==> config.mk <==
export PLATFORM = sky130hd
export DESIGN_NAME = lrt_ctrl
export DESIGN_NICKNAME = d
export VERILOG_FILES = /design/src/sv/lru_residency_tracker_defines.svh /design/src/sv/lrt_pkg.sv /design/src/sv/lrt_ctrl.sv
export SDC_FILE = /design/constraint.sdc
export NUM_CORES = 1
export LEC_CHECK = 0
export ABC_AREA = 0
export BUFFER_PORTS_ARGS = -buffer_cell sky130_fd_sc_hd__buf_4
export CAP_MARGIN = 20
export CORE_AREA = 3 3 40 42
export CTS_CLUSTER_DIAMETER = 30
export DETAILED_ROUTE_END_ITERATION = 6
export DIE_AREA = 0 0 43 45
export SETUP_SLACK_MARGIN = 0.2
export SLEW_MARGIN = 20
export SYNTH_ARGS = -nofsm -noshare
export SYNTH_HDL_FRONTEND = slang
export SYNTH_SLANG_ARGS = --single-unit
==> constraint.sdc <==
create_clock -name clk -period 1.4 [get_ports clk]
set_input_delay 0.28 -clock clk [delete_from_list [all_inputs] [get_ports clk]]
set_output_delay 0.28 -clock clk [all_outputs]
set_load 0.01 [all_outputs]
==> src/sv/lru_residency_tracker_defines.svh <==
// Assertion macros used by the tracker datapath.
`ifndef LRU_RESIDENCY_TRACKER_DEFINES_SVH
`define LRU_RESIDENCY_TRACKER_DEFINES_SVH

// Plain property, checked on every clock outside reset.
`define LRT_ASSERT(lbl, prop, msg) \
    lbl: assert property (@(posedge clk) disable iff (!rst_n) (prop)) else $error(msg);

// Overlapping implication, checked on every clock outside reset.
`define LRT_ASSERT_IMP(lbl, ante, cons, msg) \
    lbl: assert property (@(posedge clk) disable iff (!rst_n) (ante) |-> (cons)) \
        else $error(msg);

// Next-cycle implication, checked on every clock outside reset.
`define LRT_ASSERT_NXT(lbl, ante, cons, msg) \
    lbl: assert property (@(posedge clk) disable iff (!rst_n) (ante) |=> (cons)) \
        else $error(msg);

`endif

==> src/sv/lrt_pkg.sv <==
package lrt_pkg;

    localparam int ENTRIES_DEF   = 64;
    localparam int KEY_BITS_DEF  = 32;
    localparam int KEY_PORT_BITS = 32;
    localparam int KEY_WIDE_BITS = 64;
    localparam int STAMP_BITS    = 64;
    localparam int CAP_BITS      = 7;

    localparam logic [CAP_BITS-1:0] CAP_RESET = 7'd64;

    typedef struct packed {
        logic start;
        logic scan;
        logic commit;
    } lrt_cmd_t;

    typedef struct packed {
        logic scan_last;
        logic occ_zero;
        logic out_free;
    } lrt_status_t;

endpackage

==> src/sv/lrt_ctrl.sv <==
module lrt_ctrl
(
    input  logic                clk,
    input  logic                rst_n,
    input  logic                in_valid,
    output logic                in_stall,
    input  lrt_pkg::lrt_status_t status,
    output lrt_pkg::lrt_cmd_t    cmd
);

    typedef enum logic [1:0] {
        ST_IDLE,
        ST_SCAN,
        ST_DRAIN,
        ST_DECIDE
    } state_t;

    state_t state_reg;
    state_t state_next;
    logic   stall_reg;
    logic   stall_next;

    always_comb
    begin
        state_next = state_reg;
        stall_next = stall_reg;
        cmd        = '0;
        unique case (state_reg)
            ST_IDLE:
            begin
                if (in_valid)
                begin
                    cmd.start  = 1'b1;
                    stall_next = 1'b1;
                    state_next = status.occ_zero ? ST_DECIDE : ST_SCAN;
                end
            end
            ST_SCAN:
            begin
                cmd.scan = 1'b1;
                if (status.scan_last)
                begin
                    state_next = ST_DRAIN;
                end
            end
            ST_DRAIN:
            begin
                state_next = ST_DECIDE;
            end
            ST_DECIDE:
            begin
                if (status.out_free)
                begin
                    cmd.commit = 1'b1;
                    stall_next = 1'b0;
                    state_next = ST_IDLE;
                end
            end
            default:
            begin
                state_next = ST_IDLE;
                stall_next = 1'b0;
            end
        endcase
    end

    always_ff @(posedge clk or negedge rst_n)
    begin
        if (!rst_n)
        begin
            state_reg <= ST_IDLE;
            stall_reg <= 1'b0;
        end
        else
        begin
            state_reg <= state_next;
            stall_reg <= stall_next;
        end
    end

    assign in_stall = stall_reg;

endmodule

---- Word-level counts from Yosys, hierarchy flattened ----
Index checks and enable logic that the tools add are counted.
word-level totals
  flip-flop bits (word level) ............. 3
  input bits .............................. 6
cells by class
  eq/ne operators ......................... 6
  multiplexer cells ....................... 13
  reductions and logical operators ........ 4
operators with widths
  kind                  count
  $mux W2               4
  $pmux W2 S4           1
  $mux W1               7
  $ne A2 B2 Y1 const B  3
  $reduce_and A3 Y1     2
  $eq A2 B2 Y1 const B  2
  $eq A2 B1 Y1 const B  1
  $logic_not A2 Y1      1
  $pmux W1 S2           1
  $reduce_bool A2 Y1    1

---- Logic depth before layout (Yosys ltp) ----
  word-level depth ........................ 3
  gate-level depth with buffers ........... 5
  depth with buffers taken out ............ 5

---- Worst setup path before layout ----
OpenSTA, ideal clock, no wires.
  kind .................................... register to register
  from .................................... reg state_reg[0]
  to ...................................... reg state_reg[0]
  setup time .............................. 0.079 ns
  data arrival time ....................... 1.181 ns
  slack ................................... 0.140 ns
  cell stages (with the launch flop) ...... 6
  buffers on the path ..................... 0
  period minus slack after synthesis ...... 1.260 ns
  cell sequence ........................... dfrtp_1 -> inv_1 -> ha_1 -> nor2b_1 -> a221oi_4 -> mux2i_1
between the ends
  longest elaborated chain between the ends .. 3
  elaborated cells between the ends (all ways) .. 9
  classes of those cells .................. eq/ne: 6; mux: 1; reduce/logical: 2
ends and longest elaborated chain
  what                                  line            RTL
  from (decl)                           lrt_ctrl.sv:18  state_t state_reg;
  from (signal assigned)                lrt_ctrl.sv:76  state_reg <= state_next;
  $eq A2 B1 Y1 (tied with other cells)  lrt_ctrl.sv:28  unique case (state_reg)
  $ne A2 B2 Y1 (no source line)         n/a
  $reduce_and A3 Y1 (no source line)    n/a
Several ways; a longest one is shown, not always the timed one.
A chain may end at the register's enable or synchronous reset.

==> metrics.md <==
| Metric | Value |
|---|---|
| Post-detail-place hpwl | between 400 and 500 um |
| Final Total Pwr | 1044 uW |
| Post-DP Area | 345.3 um^2 |
| GP Congestion | 0.6770 |
| Synthesized Nets | 34 |
| Tot GR Track Use | 8.340% |
| Fill cells | 138 |
| Max FFs per register | 2 |
| Via count | between 200 and 250 |
| Leak Pwr | 0.0002362 uW |
| CP required | 1.12 ns |
| Area grow syn2layout | 95.94% |
| Final instance area | about 480 um^2 |
| Synth Cell Area | 246.5 um^2 |
| Initial core utilization | 19.18% |
| Worst-Margin Slew | around 0.26 ns |
| Yosys cell types | 11 |
| Worst-path clk slew | 0.04 ns |
| Die W | 43 um |
| Clk_skew | ~0.0022 ns |
| Outcome | finished, violations left |
| Slew Limit Fails | 0 |
| Pwr Density | between 2000 and 2500 mW/mm^2 |
| VDD IR max | slightly below 0.0006 V |
| Final min period | 1.402 ns |
| Most frequent cells in the layout | buf_4, buf_6 |
| CP Capture Type | output port |
| Diodes inserted | 0 |
| Post-Layout Cell Count | 59 |
| Initial DRC count | 0 |
| First-pass GRT wire length | approximately 1.1 mm |
| Die area | 0.001935 mm^2 |
| Die height | 45 um |
| # rows | 13 |
| Largest net degree at the start of global routing | 4 |
| Syn avg cell area | 10.72 um^2 |
| Vias per cell | 4.051 |
| Commonest non-fill, non-tap cell in the layout | buf_4 |
| Unrepaired setup endpoints after global routing | true |
| # setup viols final | 1 |
| Initial antenna violation count | 0 |
| Synth Instances | 23 |
| Layout cells sized above 1 | around 66% |
| Port Buffers | 9 |
| Core ar. | around 0.0013 mm^2 |
| Post-route antenna net violation count | 0 |
| 1st-pass router iterations | 1 |
| H-tree Lvls | 1 |
| HP Class | in -> reg |
| Latest clock arrival within the worst-skew pair | 0.23 ns |
| DP Cell Count | 47 |
| PnR worst setup slack | -0.002286 ns |
| DR WL/cell | approximately 11 um |
| Final hold violation count | 0 |
| CTS tree | yes |
| Fmax | between 700 and 800 MHz |
| CP max FO | 3 |
| Worst Setup Path Type | reg -> out |
| CTS Buffer Depth | 2 |
| Final cycle utilization of the critical path | 100.2% |
| Slew headroom | a little over 80% |
| Crit start category | flop |
| TritonCTS buffer count | 3 |
| Drc violations | 0 |
| Final nets | 56 |
| DRT Wirelength | 657 um |
| Worst EP arrival | about 1.1 ns |
| Gr ovfl total | 0 |
| Vias in the first global route | 254 |
| Yosys synthesis warning count | 0 |
| Number of synthesized register bits | 3 |
| Max Cap Viol | 0 |
| Num ports | 10 |
| CTS Sinks | 3 |
| Failing checks | setup timing |
| Register area share after synthesis | 30.46% |
| Root buffer cell | clkbuf_4 |
[kinds of logic (layout without fill, tap and decap cells)]
family,after synthesis,after routing,synth area share [%]
muxes,3,3,12.18
AOI/OAI and AO/OA,3,3,14.72
DFF,3,3,30.46
buffers and inverters,4,25,6.090
and+or+nand+nor,5,5,11.17
adders and majority gates,5,5,25.38
[synthesized netlist by cell type, drive strengths merged]
library cell | instances | area (um^2)
ha | 5 | 62.56
inv | 4 | 15.01
dfrtp | 3 | 75.07
mux2i | 3 | 30.03
and2 | 2 | 13.77
nor2 | 2 | 7.510
o21ai | 2 | 10.01
a221oi | 1 | 26.28
nor2b | 1 | 6.260
[critical path: stages (launching register included)]
cell and delay, ns:
dfrtp_1 0.40, inv_2 0.12, ha_4 0.14, and2_4 0.14, buf_6 0.09
[stage by stage]
step / worst slack (ns) / utilization, % / setup TNS [ns] / hold slack [ns]
after CTS: -0.0007302 / 36.12 / -0.0007302 / 0.3642
after global routing: -0.07057 / 37.59 / -0.2131 / 0.3951
final: -0.002286 / 37.59 / -0.002286 / 0.3746
after floorplan: 0.1956 / - / 0 / -0.01559
after detailed placement: 0.05869 / 26.87 / 0 / 0.07343
after global placement: 0.08365 / 26.87 / 0 / 0.07262
[where the power goes]
| part | switching (uW) | internal [uW] |
|---|---|---|
| clock network | 43.6 | 107 |
| registers | 42.8 | 131 |
| logic | 287 | 433 |
[cell type report]
cell class / instances / area [um^2] / share of cell area [%]
flip-flops and latches: 3 / 75.07 / 15.54
inverters: 4 / 15.01 / 3.109
clock buffers: 4 / 26.28 / 5.440
well taps: 15 / 18.77 / 3.886
multi-input cells: 16 / 195.2 / 40.41
repair buffers: 17 / 152.6 / 31.61
[timing repair]
action                     4_1_cts  5_1_grt
hold endpoints to repair         3        0
resized for setup               11        2
setup endpoints to repair        5        6
buffers inserted                 5        2
hold buffers                     1        0
pin swaps                        1        1
[layer usage]
metal	global-route usage [%]	part of all wire (%)
met1	7.022	31
met4	5.422	0
met3	5.179	5.9
met5	0	0
met2	14.67	63
[path summary, 6_finish.rpt]
kind                              start      endpoint  slack, ns  cells after the start
min                           status[1]  state_reg[1]       0.37                      3
max in group asynchronous         rst_n      in_stall       0.93                      2
max                        state_reg[1]        cmd[2]     -0.002                      4
min in group asynchronous         rst_n  state_reg[0]       0.38                      2
max reg2reg                state_reg[0]  state_reg[1]       0.04                      4
min reg2reg                    in_stall      in_stall       0.59                      2
Power figures use the tool's default switching activity.
